**config.mk**
```make
export PLATFORM = sky130hd
export DESIGN_NAME = button_press_pattern_decoder_core
export DESIGN_NICKNAME = d
export VERILOG_FILES = /design/src/hw/rtl/bppd_pkg.sv /design/src/hw/rtl/bppd_mul.sv /design/src/hw/rtl/button_press_pattern_decoder_core.sv
export SDC_FILE = /design/constraint.sdc
export NUM_CORES = 1
export LEC_CHECK = 0
export BUFFER_PORTS_ARGS = -buffer_cell sky130_fd_sc_hd__buf_2
export CAP_MARGIN = 20
export CORE_AREA = 8 8 172 174
export CTS_BUF_LIST = sky130_fd_sc_hd__clkbuf_16
export DETAILED_ROUTE_END_ITERATION = 8
export DIE_AREA = 0 0 180 182
export PLACE_DENSITY = 0.8
export SLEW_MARGIN = 30
export SYNTH_ARGS = -nofsm -noshare
export SYNTH_HDL_FRONTEND = slang
export SYNTH_SLANG_ARGS = --single-unit
```
**constraint.sdc**
```tcl
create_clock -name clk -period 5.51 [get_ports clk]
set_input_delay 1.102 -clock clk [delete_from_list [all_inputs] [get_ports clk]]
set_output_delay 1.102 -clock clk [all_outputs]
set_load 0.01 [all_outputs]
```
**src/hw/rtl/bppd_pkg.sv**
```systemverilog
// Shared types and constants for the button press pattern decoder.
`timescale 1ns / 1ps

package bppd_pkg;

	localparam int MAX_DIGITS = 4;
	localparam int CNT_W      = $clog2(MAX_DIGITS + 1);
	localparam int IDX_W      = (MAX_DIGITS > 1) ? $clog2(MAX_DIGITS) : 1;

	// configuration register indexes
	localparam logic [2:0] REG_DEBOUNCE_US = 3'd0;
	localparam logic [2:0] REG_GESTURE_US  = 3'd1;
	localparam logic [2:0] REG_SHORT_CODE  = 3'd2;
	localparam logic [2:0] REG_LONG_CODE   = 3'd3;
	localparam logic [2:0] REG_CODE_BASE   = 3'd4;

	localparam logic [31:0] DEBOUNCE_RST = 32'd50000;
	localparam logic [31:0] GESTURE_RST  = 32'd500000;
	localparam logic [7:0]  SHORT_RST    = 8'd1;
	localparam logic [7:0]  LONG_RST     = 8'd2;
	localparam logic [7:0]  BASE_RST     = 8'd3;

	// input kinds carried in tuser
	localparam logic CMD_TICK = 1'b0;
	localparam logic CMD_READ = 1'b1;

	// button timing state machine
	typedef enum logic [4:0] {
		F_START   = 5'b00001,
		F_TIMING  = 5'b00010,
		F_SHORT   = 5'b00100,
		F_LONG    = 5'b01000,
		F_ANALYSE = 5'b10000
	} btn_state_t;

	// per-word sequencer
	typedef enum logic [6:0] {
		S_IDLE = 7'b0000001,
		S_DEB  = 7'b0000010,
		S_FSM  = 7'b0000100,
		S_MD   = 7'b0001000,
		S_MW   = 7'b0010000,
		S_UW   = 7'b0100000,
		S_OUT  = 7'b1000000
	} seq_state_t;

	typedef struct packed {
		logic [7:0] a;
		logic [7:0] b;
	} mul_req_t;

endpackage

```
**src/hw/rtl/bppd_mul.sv**
```systemverilog
// Shared 8x8 multiplier, low byte of the product registered.
`timescale 1ns / 1ps

module bppd_mul (
	input  logic               clk,
	input  bppd_pkg::mul_req_t req,
	output logic [7:0]         prod_q
);

	logic [15:0] full;

	assign full = req.a * req.b;

	always_ff @(posedge clk) begin
		prod_q <= full[7:0];
	end

endmodule

```
**src/hw/rtl/button_press_pattern_decoder_core.sv**
```systemverilog
// Top level: debouncer, press timing machine and digit analysis sequencer.
`timescale 1ns / 1ps
//
// Usage:
//   s_* : input words. tuser = cmd (0 sample tick, 1 read and clear).
//         tdata = {pad, pin_low, time_us}. One word is taken at a time.
//   m_* : one 8-bit gesture word per input word, in order.
//   cfg_*: register writes (index, data), always ready; write only while idle.
// Processing steps:
//   read command   : output step only, which loads the result register.
//   plain tick     : debounce compare, machine step, output.
//   analysis tick  : as a plain tick, plus multiply and sum steps per digit
//                    and a weight update between digits; the single
//                    shared 8x8 multiplier forms digit*weight and weight*base
//                    one after the other for each digit.
// The sequencer returns to idle, after any output stall, as the result
// register loads, so the next word can be taken in the following cycle.
// s_tready is high only while the sequencer is idle, so the next word may be
// taken while the previous result still sits in the output register.
// If the receiver stalls, the finished word waits in the sequencer's output
// step until the output register frees up; no result is dropped.
// Reset (arst_n low) restores register defaults, clears the debouncer,
// the timing machine, the digit count and the held gesture.

module button_press_pattern_decoder_core (
	input  logic        clk,
	input  logic        arst_n,
	// input stream
	input  logic        s_tvalid,
	output logic        s_tready,
	input  logic [39:0] s_tdata,   // [31:0] time_us, [32] pin_low, [39:33] zero
	input  logic        s_tuser,   // [0] cmd
	// output stream
	output logic        m_tvalid,
	input  logic        m_tready,
	output logic [7:0]  m_tdata,   // [7:0] gesture
	// configuration writes
	input  logic        cfg_valid,
	output logic        cfg_ready,
	input  logic [2:0]  cfg_index,
	input  logic [31:0] cfg_data
);

	localparam int CW = bppd_pkg::CNT_W;
	localparam int IW = bppd_pkg::IDX_W;

	// config registers
	logic [31:0] debounce_us_q, gesture_us_q;
	logic [7:0]  short_code_q, long_code_q, code_base_q;

	// control state
	bppd_pkg::seq_state_t seq_q;
	bppd_pkg::btn_state_t fsm_q;
	logic          level_q, debouncing_q, rise_q, fall_q, cmd_q;
	logic [31:0]   change_time_q, mark_time_q;
	logic [CW-1:0] digit_count_q;
	logic [IW-1:0] idx_q;
	logic [7:0]    held_q;
	logic          m_tvalid_q;

	// payload
	logic [31:0] now_q;
	logic        pin_q;
	logic [7:0]  sum_q, weight_q, m_tdata_q;
	logic [7:0]  digit_store [bppd_pkg::MAX_DIGITS];

	// shared multiplier
	bppd_pkg::mul_req_t mreq;
	logic [7:0]         prod_q;

	bppd_mul u_mul (
		.clk    (clk),
		.req    (mreq),
		.prod_q (prod_q)
	);

	always_comb begin
		if (seq_q == bppd_pkg::S_MD) begin
			mreq.a = digit_store[idx_q];
			mreq.b = weight_q;
		end else begin
			mreq.a = weight_q;
			mreq.b = code_base_q;
		end
	end

	// datapath compares
	logic [31:0] since_change, since_mark;
	logic        lock_over, gap_over, full, last_digit, out_free, accept;
	logic [7:0]  sum_next;

	assign since_change = now_q - change_time_q;
	assign since_mark   = now_q - mark_time_q;
	assign lock_over    = !debouncing_q || (since_change > debounce_us_q);
	assign gap_over     = since_mark > gesture_us_q;
	assign full         = digit_count_q >= CW'(bppd_pkg::MAX_DIGITS);
	assign last_digit   = (CW'(idx_q) + CW'(1)) == digit_count_q;
	assign sum_next     = sum_q + prod_q;
	assign out_free     = !m_tvalid_q || m_tready;

	assign s_tready  = (seq_q == bppd_pkg::S_IDLE);
	assign accept    = s_tvalid && s_tready;
	assign cfg_ready = 1'b1;
	assign m_tvalid  = m_tvalid_q;
	assign m_tdata   = m_tdata_q;

	// control registers
	always_ff @(posedge clk or negedge arst_n) begin
		if (!arst_n) begin
			debounce_us_q <= bppd_pkg::DEBOUNCE_RST;
			gesture_us_q  <= bppd_pkg::GESTURE_RST;
			short_code_q  <= bppd_pkg::SHORT_RST;
			long_code_q   <= bppd_pkg::LONG_RST;
			code_base_q   <= bppd_pkg::BASE_RST;
			seq_q         <= bppd_pkg::S_IDLE;
			fsm_q         <= bppd_pkg::F_START;
			level_q       <= 1'b0;
			debouncing_q  <= 1'b0;
			rise_q        <= 1'b0;
			fall_q        <= 1'b0;
			cmd_q         <= bppd_pkg::CMD_TICK;
			change_time_q <= '0;
			mark_time_q   <= '0;
			digit_count_q <= '0;
			idx_q         <= '0;
			held_q        <= '0;
			m_tvalid_q    <= 1'b0;
		end else begin
			if (cfg_valid && cfg_ready) begin
				case (cfg_index)
					bppd_pkg::REG_DEBOUNCE_US: debounce_us_q <= cfg_data;
					bppd_pkg::REG_GESTURE_US:  gesture_us_q  <= cfg_data;
					bppd_pkg::REG_SHORT_CODE:  short_code_q  <= cfg_data[7:0];
					bppd_pkg::REG_LONG_CODE:   long_code_q   <= cfg_data[7:0];
					bppd_pkg::REG_CODE_BASE:   code_base_q   <= cfg_data[7:0];
					default: ;
				endcase
			end

			// output register: load from the output step, else drop on handshake
			if (seq_q == bppd_pkg::S_OUT && out_free)
				m_tvalid_q <= 1'b1;
			else if (m_tvalid_q && m_tready)
				m_tvalid_q <= 1'b0;

			case (seq_q)
				bppd_pkg::S_IDLE: begin
					if (accept) begin
						cmd_q <= s_tuser;
						seq_q <= (s_tuser == bppd_pkg::CMD_READ) ? bppd_pkg::S_OUT
						                                         : bppd_pkg::S_DEB;
					end
				end
				bppd_pkg::S_DEB: begin
					// edges only when the lockout is over and the level moves
					rise_q <= lock_over && !level_q && pin_q;
					fall_q <= lock_over && level_q && !pin_q;
					if (lock_over) begin
						debouncing_q <= (level_q != pin_q);
						if (level_q != pin_q) change_time_q <= now_q;
						level_q <= pin_q;
					end
					seq_q <= bppd_pkg::S_FSM;
				end
				bppd_pkg::S_FSM: begin
					seq_q <= (fsm_q == bppd_pkg::F_ANALYSE && digit_count_q != '0)
					         ? bppd_pkg::S_MD : bppd_pkg::S_OUT;
					case (fsm_q)
						bppd_pkg::F_START: begin
							// a fresh fall resets the mark, so the gap cannot exceed
							if (full || (digit_count_q != '0 && !fall_q && gap_over))
								fsm_q <= bppd_pkg::F_ANALYSE;
							else if (fall_q)
								fsm_q <= bppd_pkg::F_TIMING;
							if (fall_q) mark_time_q <= now_q;
						end
						bppd_pkg::F_TIMING: begin
							if (rise_q)
								fsm_q <= gap_over ? bppd_pkg::F_LONG : bppd_pkg::F_SHORT;
						end
						bppd_pkg::F_SHORT, bppd_pkg::F_LONG: begin
							if (!full) digit_count_q <= digit_count_q + CW'(1);
							mark_time_q <= now_q;
							fsm_q       <= bppd_pkg::F_START;
						end
						bppd_pkg::F_ANALYSE: begin
							fsm_q <= bppd_pkg::F_START;
							idx_q <= '0;
							if (digit_count_q == '0) held_q <= '0;
						end
						default: fsm_q <= bppd_pkg::F_START;
					endcase
				end
				bppd_pkg::S_MD: seq_q <= bppd_pkg::S_MW;
				bppd_pkg::S_MW: begin
					if (last_digit) begin
						held_q        <= sum_next;
						digit_count_q <= '0;
						seq_q         <= bppd_pkg::S_OUT;
					end else begin
						seq_q <= bppd_pkg::S_UW;
					end
				end
				bppd_pkg::S_UW: begin
					idx_q <= idx_q + IW'(1);
					seq_q <= bppd_pkg::S_MD;
				end
				bppd_pkg::S_OUT: begin
					if (out_free) begin
						if (cmd_q == bppd_pkg::CMD_READ) held_q <= '0;
						seq_q <= bppd_pkg::S_IDLE;
					end
				end
				default: seq_q <= bppd_pkg::S_IDLE;
			endcase
		end
	end

	// payload registers
	always_ff @(posedge clk) begin
		if (accept) begin
			now_q <= s_tdata[31:0];
			pin_q <= s_tdata[32];
		end
		if (seq_q == bppd_pkg::S_FSM && !full &&
		    (fsm_q == bppd_pkg::F_SHORT || fsm_q == bppd_pkg::F_LONG)) begin
			digit_store[digit_count_q[IW-1:0]] <=
				(fsm_q == bppd_pkg::F_LONG) ? long_code_q : short_code_q;
		end
		if (seq_q == bppd_pkg::S_FSM) begin
			sum_q    <= '0;
			weight_q <= 8'd1;
		end
		if (seq_q == bppd_pkg::S_MW) sum_q    <= sum_next;
		if (seq_q == bppd_pkg::S_UW) weight_q <= prod_q;
		if (seq_q == bppd_pkg::S_OUT && out_free) m_tdata_q <= held_q;
	end

	// checks
	a_count_range: assert property (@(posedge clk) disable iff (!arst_n)
		digit_count_q <= CW'(bppd_pkg::MAX_DIGITS))
		else $error("digit count above capacity");

	a_mul_has_digits: assert property (@(posedge clk) disable iff (!arst_n)
		(seq_q == bppd_pkg::S_MD) |-> (digit_count_q != '0))
		else $error("analysis running with empty digit store");

	a_busy_after_accept: assert property (@(posedge clk) disable iff (!arst_n)
		accept |=> !s_tready)
		else $error("second word taken while one is in work");

	a_out_only_when_free: assert property (@(posedge clk) disable iff (!arst_n)
		(m_tvalid_q && !m_tready) |=> m_tvalid_q && $stable(m_tdata_q))
		else $error("pending result overwritten");

endmodule

```
; After elaboration in Yosys (flattened, before gate mapping)
; Memories as Yosys holds them, arrays and structs flattened.
; Index checks and enable logic that the tools add are counted.
[classes]
n_addsub = 6
n_mul = 1
magnitude_cmp = 3
eq_ne = 29
n_mux = 35
n_reduce_logical = 45
[ops]
columns = op, count
row1 = two-way mux 8 bit, 10
row2 = > comparator 32 bit, 2
row3 = case mux 32 bit (2 select lines), 1
row4 = subtractor 32 bit, 2
row5 = case mux 7 bit (7 select lines), 1
row6 = two-way mux 7 bit, 5
row7 = two-way mux 32 bit, 1
row8 = case mux 8 bit (3 select lines), 1
row9 = AND reduction 2 bit, 9
row10 = two-way mux 16 bit, 1
row11 = != test 2 bit (second input constant), 8
row12 = two-way mux 5 bit, 3
row13 = logical AND 1 bit, 12
row14 = case mux 5 bit (2 select lines), 1
row15 = two-way mux 3 bit, 3
row16 = AND reduction 3 bit, 3
row17 = adder 8 bit, 1
row18 = multiplier 8 x 8 -> 8 bit, 1
row19 = nonzero test 2 bit, 4
row20 = equality test 7 x 1 -> 1 bit (second input constant), 1
row21 = equality test 7 x 2 -> 1 bit (second input constant), 1
row22 = equality test 7 x 3 -> 1 bit (second input constant), 1
row23 = equality test 7 x 4 -> 1 bit (second input constant), 1
row24 = equality test 7 x 5 -> 1 bit (second input constant), 1
row25 = 30 further kinds, 45
[word_totals]
register_bits = 248
mem_bits_rw = 32
input_bits = 81
output_inout_bits = 11
elab_cells = 144
n_memories = 1
[mem_list]
columns = name, words, word_bits, rd, rd_ports_with_merged_regs, write_ports, line_no
row1 = digit_store, 4, 8, 1, 0, 1, button_press_pattern_decoder_core.sv:65  ; logic [7:0] digit_store [bppd_pkg::MAX_DIGITS];

; Logic depth before layout (Yosys ltp)
; Gate-level depths: netlist of the first run.
[logic_depth]
depth_word = 6
ltp_mapped = 26
ltp_nobuf = 24

; Modules after synthesis
; A second synthesis of the first run with hierarchy kept.
[unflattened]
hier_cells = 1589
area_unflattened_um2 = 16482.1
[modules_own_cells]
columns = module, n_inst, cells_per_inst, area_each_um2, seq_area_each_um2
row1 = button_press_pattern_decoder_core, 1, 1479, 15431.0, 7275.7
row2 = bppd_mul, 1, 110, 1051.0, 160.2

; Worst setup path before layout of the first run
; OpenSTA, ideal clock, no wires.
[synth_path]
path_type = register to register
from = register now_q[1]
to = register change_time_q[10]
setup_time_ns = 0.128
arrival_ns = 4.827
t_required_ns = 5.382
setup_slack_ns = 0.555
path_stages_with_launch = 25
path_buffers = 2
synth_period_minus_slack_ns = 4.955
path_cell_list = edfxtp_1 > ha_1 > nor2b_1 > o2111ai_2 > a21oi_1 > nor4_1 > nor3_1 > a221o_1 > a211oi_1 > o31ai_1 > a21oi_1 > xnor2_1 > ha_1 > a21o_1 > a21oi_1 > nor2b_1 > o21ai_1 > nand2b_1 > a211oi_1 > o21ai_1 > o31ai_1 > a21o_1 > buf_2 > buf_2 > mux2_1
[synth_via]
elab_chain_len = 4
[synth_rtl]
columns = element, line_no
row1 = from (decl), button_press_pattern_decoder_core.sv:62  ; logic [31:0] now_q;
row2 = from (signal assigned), button_press_pattern_decoder_core.sv:222  ; now_q <= s_tdata[31:0];
row3 = subtractor 32 bit, button_press_pattern_decoder_core.sv:92  ; assign since_change = now_q - change_time_q;
row4 = > comparator 32 bit, button_press_pattern_decoder_core.sv:94  ; assign lock_over = !debouncing_q || (since_change > debounce_us_q);
row5 = logical OR 1 bit, button_press_pattern_decoder_core.sv:94
row6 = AND reduction 3 bit (no source line), n/a
row7 = to (signal assigned), button_press_pattern_decoder_core.sv:160  ; if (level_q != pin_q) change_time_q <= now_q;
row8 = to (decl), button_press_pattern_decoder_core.sv:55  ; logic [31:0] change_time_q, mark_time_q;
; Every way passes these cells.
; A chain may end at the register's enable or synchronous reset.

; Final worst setup path of the first run
[layout_path]
from = register now_q[1]
to = register change_time_q[23]
; The elaborated chain is that of the path after synthesis.

==> results of run 1 <==
-- routing by layer --
metal	wire length [um]	global-route usage	part of all wire
met5	0	0	0
met4	978	0.0674	0.027
met3	1760	0.0297	0.048
met2	18400	0.393	0.50
met1	15600	0.271	0.42
-- final cells by class --
cell class	instances	area share
sequential	280	0.403
clock inverter	24	0.0105
timing repair buffer	112	0.0405
inverter	169	0.0344
multi-input combinational	1086	0.445
clock buffer	32	0.0434
tap	341	0.0231
-- worst min-delay path by stage --
stage	startpoint	to	slack, ns
2_1_floorplan	held_q[7]	m_tdata[7]	0.42
5_1_grt	arst_n	debounce_us_q[11]	0.42
3_5_place_dp	held_q[5]	m_tdata[5]	0.43
6_report	arst_n	debounce_us_q[11]	0.42
4_1_cts	held_q[4]	m_tdata[4]	0.46
3_3_place_gp	held_q[6]	m_tdata[6]	0.43
-- kinds of logic after synthesis --
family | count (synthesis) | synth area share
XOR/XNOR | 85 | 0.0457
AND/OR/NAND/NOR | 390 | 0.112
AO/OA/AOI/OAI | 343 | 0.128
multiplexers | 98 | 0.0723
buffers and inverters | 204 | 0.0478
other | 1 | 0.000230
adder cells (fa/ha/maj) | 169 | 0.137
flip-flops | 280 | 0.457
-- registers in the layout (all words and copies together) (netlist names), 2 cells and up --
name / flops
fsm_q: 5
weight_q: 8
held_q: 8
now_q: 32
code_base_q: 8
sum_q: 8
short_code_q: 8
digit_count_q: 3
change_time_q: 32
seq_q: 7
debounce_us_q: 32
long_code_q: 8
idx_q: 2
mark_time_q: 32
m_tdata: 8
digit_store: 32
u_mul.prod_q: 8
gesture_us_q: 32
-- through the flow --
step           setup slack (ns)  utilization  power (mW)  hold slack (ns)  std cells
6_report                  0.147        0.692        9.03            0.417       2044
3_3_place_gp              0.220        0.644        6.68            0.427       1977
5_1_grt                 -0.0570        0.692        9.70            0.417       2044
3_5_place_dp             0.0649        0.644        6.84            0.432       1977
2_1_floorplan             0.555            -        5.83            0.418       1570
4_1_cts                  0.0194        0.682        8.89            0.457       2033
-- power by group --
| group | total, mW | switching, mW | internal [mW] |
|---|---|---|---|
| Clock | 2.01 | 0.823 | 1.19 |
| Combinational | 4.19 | 2.34 | 1.86 |
| Sequential | 2.83 | 0.234 | 2.59 |
-- worst max-delay path, stage by stage (launching register included) --
cell       delay (ns)
edfxtp_1         0.47
ha_1             0.32
nor2b_1          0.15
o2111ai_2        0.26
a21oi_2          0.13
nor4_2           0.33
nor3_2           0.09
a221o_1          0.40
a21o_1           0.28
a221oi_2         0.28
mux2i_1          0.12
a2111o_1         0.37
ha_1             0.30
nand4_1          0.11
nor2_2           0.19
nand3_2          0.12
nor3_4           0.17
o21ai_2          0.08
o21ai_1          0.18
o31ai_2          0.12
a21o_4           0.27
clkbuf_16        0.18
mux2_1           0.31
-- repair_timing --
item / 4_1_cts / 5_1_grt
setup buffers: 0 / 6
setup endpoints to repair: 0 / 39
gates resized for setup: 0 / 28
-- placed cells by master (no fill, tap or decap), types with 9 or more instances in the layout --
cell       count
o21bai_1      10
buf_4         21
dfrtp_1      164
inv_1        176
dfstp_2       19
xor2_1        25
nand2b_1      18
mux2_1        36
and2_1        14
nand4_1       20
nor2_1        92
a21o_1        53
o21ai_1       47
buf_2         82
edfxtp_1      89
nor3_1        13
clkbuf_16     35
a21oi_1       74
mux2i_1       12
nor2b_1       20
fa_1          14
xnor2_1       60
mux2_2        41
ha_1         154
o21ai_0       89
nand3_1       20
and3_1         9
nand2_1      152
==> impl_results.md, run 1 <==
- Outcome: finished clean
- Rows: 60
- Initial Util: 0.611
- # IOs: 92
- Dpl hpwl: 26600 um
- Synthesis-stage register bit count: 280
- Initial DRC count: 705
- Die area: 32800 sq um
- Clock Path Buffers: 3
- Largest net degree at the start of global routing: 94
- ANT cells: 0
- Post-synth EDFFs: 89
- First-pass GRT wire length: 59600 um
- # fillers: 1909
- Nets: 1929
- # hold bufs at CTS: 0
- Synthesized area per cell: 10.4 sq um
- Hold crit path type: in2async
- Worst r2r src: now_q[1]
- Power per cell area: 489 nW/um^2
- Routed WL: 36700 um
- MaxCap Viol Count: 0
- Number of global-route vias before repair: 12100
- Cell Area, Placed: 17200 sq um
- YS warnings: 0
- Most frequent cell after synthesis: inv_1
- Routed WL per cell: 17.9 um
- CTS Buf Count: 30
- Worst slew pin tran: 0.833 ns
- Worst-skew pair later-pin latency: 0.56 ns
- Multi-input logic area: 8210 sq um
- Area grow syn2layout: 13.3%
- Async SR Flop Fraction: 0.654
- # DRC: 0
- Fmax: 186 MHz
- Worst VDD drop: 0.326 mV
- Layout cells sized above 1: 0.151
- Critical path capture point type: register
- Synth Instances: 1570
- Largest cells by area after synthesis: dfrtp_1 25%, edfxtp_1 16%, ha_1 12%
- Critical path class: reg2reg
- # port buffers: 83
- R2R depth: 22
- Final Hold Viols: 0
- Register area share after synthesis: 0.457
- Crit-path max FO: 6
- Mapped Area: 16300 sq um
- Chip width: 180 um
- Synth top area share: 0.252
- CP Capture Point: change_time_q[23]
- GRT Overall Usage: 0.219
- Post-DR vias/cell: 5.78
- Required @ worst endpoint: 5.95 ns
- FF-to-FF setup slack: 0.15 ns
- Relative slew slack: 0.442
- Clock Skews: 0.0150 ns
- Arr. time, crit path: 5.80 ns
- Pins Over Slew Limit: 0
- Synth Flop Type: dfrtp_1
- Final global-route overflow total: 0
- Finished Cell Area: 18500 sq um
- CTS tree: done
- Antenna violation net count after detailed routing: 0
- Vias: 11800
- FF+latch area: 7440 sq um
- Final min period: 5.36 ns
- GP Congestion: 0.875
- Cell taking the most area after synthesis: dfrtp_1
- Setup TNS: 0 ns
- Die H: 182 um
- Initial antenna violation count: 0
- Core area: 26700 sq um
- First-pass iteration count of the detailed router: 5
- Final setup vio count: 0
- Post-Syn Nets: 1820
- Crit Reg-Reg Endpoint: change_time_q[23]
- Clk sinks: 280
- H-tree levels: 1
- Total leakage power: 8.42 nW
- Clk pin slew, worst setup/hold paths: 0.06 ns
- Crit share post-route: 0.973
- CTS root buf: clkbuf_16
- Top cells by count, synth: 168 x inv_1, 164 x dfrtp_1, 154 x ha_1
- Crit path from: now_q[1]
- Yosys cell types: 73
- CP startpoint kind: register
Power figures use the tool's default switching activity.
==> run 2, diff against run 1 <==
Settings changed: CORE_AREA 8 8 172 174 to 10 10 174 176, DIE_AREA 0 0 180 182 to 0 0 184 186.
==> impl_results.md, run 2 (synthesized netlist as in run 1, its figures left out) <==
- Outcome: finished clean
- Total leakage power: 8.31 nW (-1.3%)
- Initial antenna violation count: 0 (unchanged)
- Pins Over Slew Limit: 0 (unchanged)
- Vias: 11700 (-0.94%)
- Worst Hold End: m_tdata[5]
- GP Congestion: 0.892 (+2.0%)
- Number of global-route vias before repair: 12200 (+1.2%)
- Initial Util: 0.609 (-0.00172)
- CP startpoint kind: register
- Cell Area, Placed: 17200 sq um (about the same)
- FF-to-FF setup slack: 0.20 ns (+0.06 ns)
- Clock Skews: 0.0178 ns (+0.00281 ns)
- Power per cell area: 485 nW/um^2 (-0.90%)
- HP Start: held_q[5]
- Clk pin slew, worst setup/hold paths: 0.06 ns (about the same)
- Most Frequent Cell on Critical Path: fa_1
- Post-DR vias/cell: 5.73 (-0.75%)
- Critical path class: reg2reg
- Crit share post-route: 0.963 (-0.0101)
- Commonest non-fill, non-tap cell in the layout: inv_1
- Final setup vio count: 0 (unchanged)
- # IOs: 92 (unchanged)
- # DRC: 0 (unchanged)
- Final Hold Viols: 0 (unchanged)
- Clock Path Buffers: 3 (unchanged)
- Chip width: 184 um (+2.2%)
- Final min period: 5.31 ns (-0.0556 ns)
- Worst VDD drop: 0.370 mV (+13%)
- Hold crit path type: reg2reg
- Routed WL per cell: 17.7 um (-1.5%)
- Area grow syn2layout: 12.3%
- MaxCap Viol Count: 0 (unchanged)
- Core area: 26700 sq um (+0.28%)
- Rows: 60 (unchanged)
- CTS Buf Count: 30 (unchanged)
- First-pass GRT wire length: 59700 um (+0.17%)
- CTS root buf: clkbuf_16
- # hold bufs at CTS: 0 (unchanged)
- Layout cells sized above 1: 0.151 (-0.000233)
- Finished Cell Area: 18300 sq um (-0.87%)
- Worst r2r src: seq_q[4]
- Initial DRC count: 743 (+5.4%)
- WHS Path Cells: 0
- R2R depth: 16 (-27%)
- Die H: 186 um (+2.2%)
- Nets: 1925 (-0.21%)
- Crit Reg-Reg Endpoint: u_mul.prod_q[7]
- # fillers: 1968 (+3.1%)
- Routed WL: 36100 um (-1.7%)
- Most frequent cells in the layout: 172 x inv_1, 164 x dfrtp_1, 152 x nand2_1
- Cells along the critical path: nor4_2 -> nand4bb_1 -> inv_2 -> mux2i_1 -> nor2_1 -> fa_1 -> inv_1 -> fa_1 -> inv_1 -> fa_1 -> fa_1 -> ha_1 -> a21oi_1 -> xnor2_1 -> xnor2_1 -> xnor2_1
- Worst-skew pair later-pin latency: 0.57 ns (about the same)
- Crit-path max FO: 11 (+5)
- Final global-route overflow total: 0 (unchanged)
- Fmax: 188 MHz (+1.0%)
- Required @ worst endpoint: 5.96 ns (about the same)
- Critical path's largest stage delay: 0.55 ns (+0.08 ns)
- GRT Overall Usage: 0.213 (-0.00588)
- Dpl hpwl: 26500 um (-0.25%)
- Setup TNS: 0 ns (unchanged)
- Die area: 34200 sq um (+4.5%)
- CTS tree: done
- H-tree levels: 1 (unchanged)
- # port buffers: 83 (unchanged)
- Worst slew pin tran: 0.921 ns (+0.0879 ns)
- Relative slew slack: 0.383 (-0.0589)
- Largest net degree at the start of global routing: 97 (+3.2%)
- Slowest-stage cell, CP: mux2i_1
- Arr. time, crit path: 5.75 ns (-0.05 ns)
- Clk sinks: 280 (unchanged)
- Critical path capture point type: register
- First-pass iteration count of the detailed router: 5 (unchanged)
- ANT cells: 0 (unchanged)
- Antenna violation net count after detailed routing: 0 (unchanged)
[run 2: changes by cell type in the layout (fill, tap and decap cells not counted), sizes merged]
cell      previous run  this run
bufinv               3         1
clkinv              11        16
inv                179       175
buf                109       108
clkinvlp             0         3
clkbuf              35        30
[run 2: through the flow]
| step | utilization | power [mW] | worst slack, ns | std cells | hold WS, ns |
|---|---|---|---|---|---|
| after floorplan | - | 5.83 | 0.555 | 1570 | 0.418 |
| after global placement | 0.642 | 6.64 | 0.184 | 1977 | 0.425 |
| after detailed placement | 0.642 | 6.81 | 0.0383 | 1977 | 0.439 |
| after CTS | 0.677 | 8.74 | 0.0137 | 2033 | 0.450 |
| after global routing | 0.684 | 9.55 | -0.0535 | 2040 | 0.456 |
| final | 0.684 | 8.87 | 0.203 | 2040 | 0.437 |
[run 2: how the worst max path moves through the flow]
| stage | start | endpoint | cells past startpoint |
|---|---|---|---|
| after floorplan | now_q[1] | change_time_q[10] | 24 |
| after global placement | now_q[1] | change_time_q[1] | 22 |
| after detailed placement | now_q[1] | change_time_q[10] | 22 |
| after CTS | now_q[0] | fsm_q[4] | 24 |
| after global routing | now_q[0] | fsm_q[0] | 24 |
| final | seq_q[4] | u_mul.prod_q[7] | 16 |
[run 2: critical path, delay by kind of cell, from the launching register on]
kind / cells / cell delay (ns)
adder cells (fa/ha/maj): 5 / 2.11
flip-flops: 1 / 0.45
buffers and inverters: 3 / 0.41
multiplexers: 1 / 0.55
AND/OR/NAND/NOR: 3 / 0.83
AO/OA/AOI/OAI: 1 / 0.21
XOR/XNOR: 3 / 0.61
[run 2: area by class of cell]
| cell class | count | area [sq um] | share of cell area |
|---|---|---|---|
| multi-input combinational | 1086 | 8240 | 0.450 |
| tap | 341 | 427 | 0.0233 |
| inverter | 169 | 634 | 0.0347 |
| clock buffer | 30 | 751 | 0.0410 |
| clock inverter | 26 | 171 | 0.00937 |
| timing repair buffer | 108 | 638 | 0.0349 |
| sequential | 280 | 7440 | 0.406 |
[run 2: repair_timing]
item                                    4_1_cts  5_1_grt
resized for setup                             1       27
setup buffers                                 0        7
pin swaps                                     0       16
endpoints found under the setup margin        2       39
[run 2: power breakdown]
group          leakage, nW  total, mW  internal, mW  switching, mW
logic                 4.62       4.16          1.86           2.30
clock network        0.467       1.88          1.04          0.838
registers             3.22       2.83          2.59          0.238
[run 2: per-layer routing]
layer	vias up	wire length, um	track usage
li1	5692	-	-
met1	5662	15500	0.264
met2	269	18000	0.377
met3	76	1530	0.0283
met4	0	1080	0.0678
met5	-	0	0
